`config.mk`:
```
export PLATFORM = sky130hd
export DESIGN_NAME = pid_controller_clamped_terms_top
export DESIGN_NICKNAME = d
export VERILOG_FILES = /design/src/hw/rtl/pidc_pkg.sv /design/src/hw/rtl/pid_controller_clamped_terms_top.sv
export SDC_FILE = /design/constraint.sdc
export NUM_CORES = 2
export LEC_CHECK = 0
export ABC_CLOCK_PERIOD_IN_PS = 10000
export BUFFER_PORTS_ARGS = -buffer_cell sky130_fd_sc_hd__buf_4
export CORE_MARGIN = 5
export CORE_UTILIZATION = 60
export DETAILED_ROUTE_END_ITERATION = 8
export GPL_ROUTABILITY_DRIVEN = 0
export GPL_TIMING_DRIVEN = 0
export PLACE_DENSITY = 0.82
export SYNTH_ARGS = -nofsm -noshare
export SYNTH_HDL_FRONTEND = slang
export SYNTH_SLANG_ARGS = --single-unit
```
`constraint.sdc`:
```
create_clock -name clk_i -period 10 [get_ports clk_i]
set_input_delay 0.5 -clock clk_i [delete_from_list [all_inputs] [get_ports clk_i]]
set_output_delay 0.5 -clock clk_i [all_outputs]
set_load 0.03 [all_outputs]
```
`src/hw/rtl/pidc_pkg.sv`:
```
`default_nettype none
// ----------------------------------------------------------------------------
// PID controller package
// Register indexes, field widths and the saturation helper shared by the
// controller datapath.
// ----------------------------------------------------------------------------
package pidc_pkg;

  localparam int unsigned DataW   = 16;
  localparam int unsigned LimitW  = 15;
  localparam int unsigned CfgIdxW = 3;

  typedef enum logic [CfgIdxW-1:0] {
    CfgPropGain  = 3'd0,
    CfgIntegGain = 3'd1,
    CfgDerivGain = 3'd2,
    CfgTermLimit = 3'd3,
    CfgIntegHigh = 3'd4,
    CfgIntegLow  = 3'd5,
    CfgOutHigh   = 3'd6,
    CfgOutLow    = 3'd7
  } cfg_idx_e;

  // Saturate a wide signed value to [lo, hi]; the upper test wins when the
  // limits are crossed. Limits always lie in 16-bit range.
  function automatic logic signed [DataW-1:0] clamp_s16(
    input logic signed [33:0]    v,
    input logic signed [DataW:0] hi,
    input logic signed [DataW:0] lo
  );
    logic signed [DataW-1:0] r;
    if (v > hi) begin
      r = hi[DataW-1:0];
    end else if (v < lo) begin
      r = lo[DataW-1:0];
    end else begin
      r = v[DataW-1:0];
    end
    return r;
  endfunction

endpackage
`default_nettype wire

```
`src/hw/rtl/pid_controller_clamped_terms_top.sv`:
```
`default_nettype none
// ----------------------------------------------------------------------------
// PID controller with clamped terms
// Speed loop controller: Q8.8 gains, shared P/D term limit, clamped and
// stored integral (anti-windup), clamped command output.
// ----------------------------------------------------------------------------
//  channel  direction  handshake                 payload
//  in       sink       in_valid_i / in_ready_o   setpoint_i, measured_i
//  out      source     out_valid_o / out_ready_i command_o
//  cfg      sink       cfg_valid_i / cfg_ready_o cfg_index_i, cfg_data_i
//
//  One sample per cycle sustained unless the command channel stalls; samples
//  pass the error, products, integral/derivative product and sum stages.
//  The integral loop closes on the stored sum plus the scaled product.
//  Each stage holds only while the stage after it is full and stalled, so
//  bubbles collapse and input keeps flowing while a result waits.
//  Reset clears gains to zero, limits to full range and the loop state.
// ----------------------------------------------------------------------------
module pid_controller_clamped_terms_top (
  input  wire logic                                clk_i,
  input  wire logic                                rst_ni,
  input  wire logic                                in_valid_i,
  output      logic                                in_ready_o,
  input  wire logic signed [pidc_pkg::DataW-1:0]   setpoint_i,
  input  wire logic signed [pidc_pkg::DataW-1:0]   measured_i,
  output      logic                                out_valid_o,
  input  wire logic                                out_ready_i,
  output      logic signed [pidc_pkg::DataW-1:0]   command_o,
  input  wire logic                                cfg_valid_i,
  output      logic                                cfg_ready_o,
  input  wire logic [pidc_pkg::CfgIdxW-1:0]        cfg_index_i,
  input  wire logic [pidc_pkg::DataW-1:0]          cfg_data_i
);

  // configuration
  logic signed [15:0] prop_gain_q, integ_gain_q, deriv_gain_q;
  logic        [14:0] term_limit_q;
  logic signed [15:0] integ_high_q, integ_low_q, out_high_q, out_low_q;

  // loop state
  logic signed [16:0] prev_err_q;
  logic signed [15:0] integ_q;

  // pipeline control
  logic v0_q, v1_q, v2_q, v3_q;
  logic ld0, ld1, ld2, ld3;
  logic in_xfer;

  // stage 0: error and error change
  logic signed [16:0] err_d, err_q;
  logic signed [17:0] diff_d, diff_q;
  // stage 1: products
  logic signed [32:0] p_prod_d, p_prod_q, i_prod_d, i_prod_q;
  logic signed [24:0] diff_ext, d100_d, d100_q;
  // stage 2: P and I terms, derivative product
  logic signed [15:0] p_term_d, p_term_q, i_term_d, i_term_q;
  logic signed [25:0] i_sum;
  logic signed [40:0] d_prod_d, d_prod_q;
  // stage 3: sum and command
  logic signed [15:0] d_term;
  logic signed [17:0] sum;
  logic signed [15:0] cmd_d, command_q;

  logic signed [16:0] lim_pos, lim_neg;

  assign cfg_ready_o = 1'b1;

  assign ld3 = !v3_q || out_ready_i;
  assign ld2 = !v2_q || ld3;
  assign ld1 = !v1_q || ld2;
  assign ld0 = !v0_q || ld1;
  assign in_ready_o = ld0;
  assign in_xfer = in_valid_i && ld0;

  assign lim_pos = $signed({2'b00, term_limit_q});
  assign lim_neg = -lim_pos;

  always_comb begin
    err_d  = $signed({setpoint_i[15], setpoint_i}) - $signed({measured_i[15], measured_i});
    diff_d = $signed({err_d[16], err_d}) - $signed({prev_err_q[16], prev_err_q});

    p_prod_d = err_q * prop_gain_q;
    i_prod_d = err_q * integ_gain_q;
    // times 100 = 64 + 32 + 4
    diff_ext = $signed({{7{diff_q[17]}}, diff_q});
    d100_d   = (diff_ext <<< 6) + (diff_ext <<< 5) + (diff_ext <<< 2);

    // an arithmetic shift by eight is the floor of a divide by 256
    p_term_d = pidc_pkg::clamp_s16($signed({{9{p_prod_q[32]}}, p_prod_q[32:8]}),
                                   lim_pos, lim_neg);
    i_sum    = $signed({{10{integ_q[15]}}, integ_q})
             + $signed({i_prod_q[32], i_prod_q[32:8]});
    i_term_d = pidc_pkg::clamp_s16($signed({{8{i_sum[25]}}, i_sum}),
                                   $signed({integ_high_q[15], integ_high_q}),
                                   $signed({integ_low_q[15], integ_low_q}));
    d_prod_d = d100_q * deriv_gain_q;

    d_term = pidc_pkg::clamp_s16($signed({d_prod_q[40], d_prod_q[40:8]}),
                                 lim_pos, lim_neg);
    sum    = $signed({{2{p_term_q[15]}}, p_term_q}) + $signed({{2{i_term_q[15]}}, i_term_q})
           + $signed({{2{d_term[15]}}, d_term});
    cmd_d  = pidc_pkg::clamp_s16($signed({{16{sum[17]}}, sum}),
                                 $signed({out_high_q[15], out_high_q}),
                                 $signed({out_low_q[15], out_low_q}));
  end

  // configuration registers
  always_ff @(posedge clk_i or negedge rst_ni) begin
    if (!rst_ni) begin
      prop_gain_q  <= '0;
      integ_gain_q <= '0;
      deriv_gain_q <= '0;
      term_limit_q <= 15'h7fff;
      integ_high_q <= 16'sh7fff;
      integ_low_q  <= -16'sh8000;
      out_high_q   <= 16'sh7fff;
      out_low_q    <= -16'sh8000;
    end else if (cfg_valid_i) begin
      unique case (pidc_pkg::cfg_idx_e'(cfg_index_i))
        pidc_pkg::CfgPropGain:  prop_gain_q  <= $signed(cfg_data_i);
        pidc_pkg::CfgIntegGain: integ_gain_q <= $signed(cfg_data_i);
        pidc_pkg::CfgDerivGain: deriv_gain_q <= $signed(cfg_data_i);
        pidc_pkg::CfgTermLimit: term_limit_q <= cfg_data_i[14:0];
        pidc_pkg::CfgIntegHigh: integ_high_q <= $signed(cfg_data_i);
        pidc_pkg::CfgIntegLow:  integ_low_q  <= $signed(cfg_data_i);
        pidc_pkg::CfgOutHigh:   out_high_q   <= $signed(cfg_data_i);
        pidc_pkg::CfgOutLow:    out_low_q    <= $signed(cfg_data_i);
        default: ;
      endcase
    end
  end

  // valid bits and loop state
  always_ff @(posedge clk_i or negedge rst_ni) begin
    if (!rst_ni) begin
      v0_q       <= 1'b0;
      v1_q       <= 1'b0;
      v2_q       <= 1'b0;
      v3_q       <= 1'b0;
      prev_err_q <= '0;
      integ_q    <= '0;
    end else begin
      if (ld0) v0_q <= in_valid_i;
      if (ld1) v1_q <= v0_q;
      if (ld2) v2_q <= v1_q;
      if (ld3) v3_q <= v2_q;
      if (in_xfer) prev_err_q <= err_d;
      // store the clamped integral back as the item leaves the product stage
      if (v1_q && ld2) integ_q <= i_term_d;
    end
  end

  // datapath registers
  always_ff @(posedge clk_i) begin
    if (in_xfer) begin
      err_q  <= err_d;
      diff_q <= diff_d;
    end
    if (v0_q && ld1) begin
      p_prod_q <= p_prod_d;
      i_prod_q <= i_prod_d;
      d100_q   <= d100_d;
    end
    if (v1_q && ld2) begin
      p_term_q <= p_term_d;
      i_term_q <= i_term_d;
      d_prod_q <= d_prod_d;
    end
    if (v2_q && ld3) begin
      command_q <= cmd_d;
    end
  end

  assign out_valid_o = v3_q;
  assign command_o   = command_q;

  // assertions
  a_in_lands: assert property (@(posedge clk_i) disable iff (!rst_ni)
    in_valid_i && in_ready_o |=> v0_q)
    else $error("accepted sample did not enter the error stage");

  a_integ_hold: assert property (@(posedge clk_i) disable iff (!rst_ni)
    !(v1_q && ld2) |=> $stable(integ_q))
    else $error("integral changed without a sample passing");

  a_integ_range: assert property (@(posedge clk_i) disable iff (!rst_ni)
    v1_q && ld2 && (integ_low_q <= integ_high_q)
    |=> (integ_q >= $past(integ_low_q)) && (integ_q <= $past(integ_high_q)))
    else $error("stored integral outside its limits");

  a_p_range: assert property (@(posedge clk_i) disable iff (!rst_ni)
    v1_q && ld2 |=> ($signed({p_term_q[15], p_term_q}) <= $past(lim_pos))
                 && ($signed({p_term_q[15], p_term_q}) >= $past(lim_neg)))
    else $error("proportional term exceeds term limit");

endmodule
`default_nettype wire

```
======== Word level (Yosys, flattened, before mapping) ========
Index checks and enable logic that the tools add are counted.
cells by class
  add/subtract/negate cells ............... 8
  $mul .................................... 3
  mux-type cells .......................... 8
  equality and inequality tests ........... 7
  magnitude comparators ................... 8
  reduce and logical (&&, ||, !) cells .... 21
operator list
  operator                                                               count
  16-bit 2-to-1 mux                                                      7
  17-bit by 16-bit multiplier with 33-bit output                         2
  25-bit by 16-bit multiplier with 41-bit output                         1
  33-bit by 16-bit greater-than comparator with 1-bit output             1
  33-bit by 17-bit < comparator with 1-bit output                        1
  16-bit by 25-bit adder with 26-bit output                              1
  26-bit by 16-bit greater-than comparator with 1-bit output             1
  26-bit by 16-bit < comparator with 1-bit output                        1
  24-bit by 23-bit adder with 25-bit output                              1
  25-bit by 20-bit adder with 25-bit output                              1
  25-bit by 16-bit greater-than comparator with 1-bit output             1
  25-bit by 17-bit < comparator with 1-bit output                        1
  17-bit by 16-bit adder with 18-bit output                              1
  18-bit by 16-bit greater-than comparator with 1-bit output             1
  18-bit by 16-bit < comparator with 1-bit output                        1
  17-bit by 17-bit subtractor with 18-bit output                         1
  16-bit by 16-bit adder with 17-bit output                              1
  15-bit negator with 17-bit output                                      1
  16-bit by 16-bit subtractor with 17-bit output                         1
  2-bit AND reduction                                                    8
  15-bit 2-to-1 mux                                                      1
  3-bit equality test, second input constant                             4
  3-bit by 2-bit equality test with 1-bit output, second input constant  2
  1-bit logical AND                                                      4
  other kinds (4)                                                        10
storage, ports and cells
  bits in registers ....................... 379
  output and inout bits ................... 19
  word-level logic and storage cells ...... 79
  input port bits ......................... 56

======== Longest topological paths before layout ========
  depth in word-level cells ............... 8
  depth in mapped cells ................... 42
  mapped depth without buffers ............ 40

======== Worst setup path after synthesis ========
OpenSTA, ideal clock, no wires.
  path type ............................... register to register
  start ................................... reg term_limit_q[2]
  end ..................................... reg command_q[10] (netlist: command_o[10]), data pin
  clock period less this slack ............ 8.457 ns
  data arrival time ....................... 8.178 ns
  slack ................................... 1.543 ns
  buffers on the path ..................... 4
  setup time .............................. 0.278 ns
  cell stages (with the launch flop) ...... 40
  required time ........................... 9.722 ns
  path through ............................ dfstp_2 -> buf_2 -> or3_1 -> clkbuf_1 -> nor4_1 -> nand2_1 -> nor2_1 -> xnor2_1 -> inv_1 -> ha_1 -> nand4_1 -> a211o_1 -> o31a_1 -> o21ai_1 -> buf_4 -> nor2_2 -> a21o_1 -> a222oi_1 -> (+4 left out) -> fa_1 -> nor2b_1 -> o21a_1 -> o21a_1 -> o211ai_1 -> a21oi_1 -> o31ai_1 -> o21ai_0 -> a21oi_1 -> nand3_1 -> o21ai_0 -> ha_1 -> nand4_1 -> nor4_1 -> nor2_1 -> nor3_1 -> clkbuf_1 -> mux2i_1
between the ends
  word-level cells in the longest chain between the ends .. 8
  elaborated cells on any way between the ends .. 10
  classes of those cells .................. add/sub (2); order compare (4); mux (4)
RTL lines
  element                                          line                                     RTL
  from (decl)                                      pid_controller_clamped_terms_top.sv:37   logic [14:0] term_limit_q;
  from (signal assigned)                           pid_controller_clamped_terms_top.sv:123  pidc_pkg::CfgTermLimit: term_limit_q <= cfg_data_i[14:0];
  15-bit negator with 17-bit output                pid_controller_clamped_terms_top.sv:76   assign lim_neg = -lim_pos;
  33-bit by 17-bit < comparator with 1-bit output  pidc_pkg.sv:34                           end else if (v < lo) begin
  16-bit 2-to-1 mux                                pidc_pkg.sv:34
  16-bit 2-to-1 mux (*)                            pidc_pkg.sv:32                           if (v > hi) begin
  17-bit by 16-bit adder with 18-bit output (*)    pid_controller_clamped_terms_top.sv:101  + $signed({{2{d_term[15]}}, d_term});
  18-bit by 16-bit < comparator with 1-bit output  pidc_pkg.sv:34
  16-bit 2-to-1 mux                                pidc_pkg.sv:34
  16-bit 2-to-1 mux (*)                            pidc_pkg.sv:32
  named net cmd_d[10]                              pid_controller_clamped_terms_top.sv:62   logic signed [15:0] cmd_d, command_q;
  to (signal assigned)                             pid_controller_clamped_terms_top.sv:170  command_q <= cmd_d;
  to (decl)                                        pid_controller_clamped_terms_top.sv:62
The timed path passes the listed nets; every way through them passes the cells marked *.
A chain may end at the register's enable or synchronous reset.

======== Final worst setup path ========
Ends and elaborated chain as after synthesis.

==> metrics.txt <==
outcome finished, violations left; failing checks design-rule violations; CTS tree yes; fin nets 7158; worst min-delay path class input port to register; clock tree root buffer cell clkbuf_16; Util after Layout 0.647; critical path capture point type register; number of H-tree levels 2; Initial Util 0.606; register area share after synthesis 0.180; skew final 0.0268 ns; # IOs 75; Initial DRT Pass Iterations 9; hold depth 2; width of the die 312 um; Gate Count Post-Synth 5541; DR WL/cell 21.0 um; synth top area cells fa_1 (35%), ha_1 (11%), edfxtp_1 (10%); Yosys top cell area share 0.348; Synth Area in Simple Gates 0.131; synth warn 0; WL final 145 mm; met3 Use GR 0.0864; Core Box Area 90100 sq um; Placement Rows 110; gr busiest metal met2; GRT Residual Overflow 0; number of global-route vias before repair 43200; Post-Synth XOR/XNOR Area 0.0282; Slew headroom 0.0267; CP Buf/Inv Count 7; mux contribution to synthesized area 0.0413; total number of vias 41000; Slew Limit Fails 0; hold path startpoint in_valid_i; post-synthesis register bit count 353; dpl hpwl 116 mm; Vias/cell 5.97; Syn Area/Cell 9.85 sq um; Post-Synth Adder-Cell Area 0.460; Final Hold Viols 0; Slowest cell on crit path fa_1; met2 GRT Util 0.474; DR iter-0 viols 4092; M1 GR Usage 0.393; Die Span Y 312 um; largest family of logic cells by synthesized area adder cells; Sink Count 353; Worst Setup Start Kind register; worst skew pair latency 0.62 ns; clock period minus worst slack 9.77 ns; Worst Path Max Fanout 10; Crit Path Category register to register; largest net degree at the start of global routing 118; Yosys cell types 84; Yosys top cell by area fa_1; compound-gate portion of the synthesized area 0.0659; Routed Antenna Nets 0; Fmax 0.102 GHz; initial antenna violation count 8; R2R depth 39; Critical Path AT 10.12 ns; max_cap viols 0; # setup viols final 0; clock slew at reported path FFs 0.06 ns; R2R setup slack 0.23 ns; DRC violations left 2; layout cell share with drive strength beyond 1 0.0662; number of synthesized flops with an enable pin 189; worst reg2reg startpoint term_limit_q[2]$_DFFE_PN1P_; P&R area growth vs syn 6.83%; hold endpoint v0_q$_DFFE_PN0N_; CP required 10.36 ns; Synth Net Count 7036; worst slew pin tran 1.45 ns; synthesized area 54600 sq um; asr flop ratio synth 0.465; Synth Flop Type edfxtp_1; # fillers 6775; IO Port Bufs 69; clock buffer depth 3; period utilization 0.977; Crit path max-delay family compound AO/OA/AOI/OAI gates; Num CTS Buffers 43; Overall Global Routing Usage 0.301; first-pass GRT wire length 232 mm; CP max stage delay 0.51 ns; end of the worst register-to-register path command_o[10]$_DFFE_PP_; Die ar. 97100 sq um
## cells in the final DEF (no fill, tap or decap), types with 79 or more instances in the layout
master       n
inv_1     1141
and2_1     335
edfxtp_1   189
o21ai_0    107
nand2_1    644
clkbuf_1   191
dfrtp_1    117
xnor2_1    139
nor2_1     133
ha_1       491
mux2_2     139
a21oi_1    148
fa_1       948
a21o_1      79
## worst max-delay path by stage
stage                     slack (ns)                 endpoint                        start  cells after the start
after floorplan                 1.54  command_o[10]$_DFFE_PP_  term_limit_q[2]$_DFFE_PN1P_                     39
after global placement         -0.37  command_o[12]$_DFFE_PP_  term_limit_q[2]$_DFFE_PN1P_                     38
after detailed placement       -0.59  command_o[12]$_DFFE_PP_  term_limit_q[2]$_DFFE_PN1P_                     41
after CTS                        0.1  command_o[12]$_DFFE_PP_  term_limit_q[2]$_DFFE_PN1P_                     38
after global routing           -0.11  command_o[10]$_DFFE_PP_  term_limit_q[2]$_DFFE_PN1P_                     39
final                           0.23  command_o[10]$_DFFE_PP_  term_limit_q[2]$_DFFE_PN1P_                     39
## area by class of cell
class	count	area, sq um	area share
Multi-Input combinational cell	3846	39800	0.682
Sequential cell	353	9840	0.169
Inverter	1143	4290	0.0735
Tap cell	1176	1470	0.0252
Clock buffer	53	1190	0.0203
Buffer	199	779	0.0134
Timing Repair Buffer	77	653	0.0112
Clock inverter	27	347	0.00594
Antenna cell	5	12.5	0.000214
## repair_timing
item                                    CTS  global route
gates resized for setup                   4             7
hold endpoints to repair                 18             0
gates cloned                              0             0
endpoints found under the setup margin   16            16
pin swaps                                 0             1
hold buffers                              1             0
buffers inserted                          0             2
## through the flow
| step | setup slack [ns] | instances | cell area, sq um | setup TNS (ns) | hold WS, ns |
|---|---|---|---|---|---|
| 4_1_cts | 0.0957 | 6872 | 58300 | 0 | 0.0726 |
| 6_report | 0.233 | 6879 | 58300 | 0 | 0.0802 |
| 3_5_place_dp | -0.592 | 6791 | 56700 | -5.57 | 0.430 |
| 2_1_floorplan | 1.54 | 5541 | 54600 | 0 | 0.204 |
| 3_3_place_gp | -0.372 | 6786 | 56600 | -3.21 | 0.464 |
| 5_1_grt | -0.114 | 6875 | 58300 | -0.846 | 0.0756 |
## state kept, by name, summed over array words and instances (netlist names), 17 cells and up
register	count
d100_q	23
d_prod_q	33
i_prod_q	25
prev_err_q	17
err_q	17
diff_q	18
p_prod_q	25
## cells by family after synthesis
kind of cell,count (synthesis)
AOI/OAI and AO/OA,555
adders and majority gates,1440
xor gates and xnor gates,176
muxes,208
other,1
buffers and inverters,1342
and+or+nand+nor,1466
DFF,353
## routing by layer
| metal | vias up | part of all wire |
|---|---|---|
| met5 | - | 0.00050 |
| met1 | 20500 | 0.37 |
| met3 | 581 | 0.12 |
| met2 | 2243 | 0.45 |
| li1 | 17700 | - |
| met4 | 6 | 0.057 |
## worst register-to-register path: cells and delay by family, from the launching register on
kind,cells,cell delay (ns)
and+or+nand+nor,10,1.78
adders and majority gates,5,1.82
muxes,2,0.35
AOI/OAI and AO/OA,13,3.20
buffers and inverters,7,1.39
xor gates and xnor gates,2,0.60
DFF,1,0.36
## cell usage after synthesis, drive strengths merged, types with 23 or more instances
library cell	n
nor2	135
nor3	62
nor2b	35
clkbuf	188
mux2	139
a31oi	23
edfxtp	189
nand2b	73
o21ai	112
nand4	41
ha	491
a21o	79
and2	336
xor2	37
nor4	23
fa	948
inv	1143
mux2i	69
dfrtp	117
a21oi	150
xnor2	139
dfstp	47
nand2	645
nand3	50
o21a	34
Power is not shown: default switching activity piles up to over one toggle a cycle in this logic, so the estimate is an artifact.
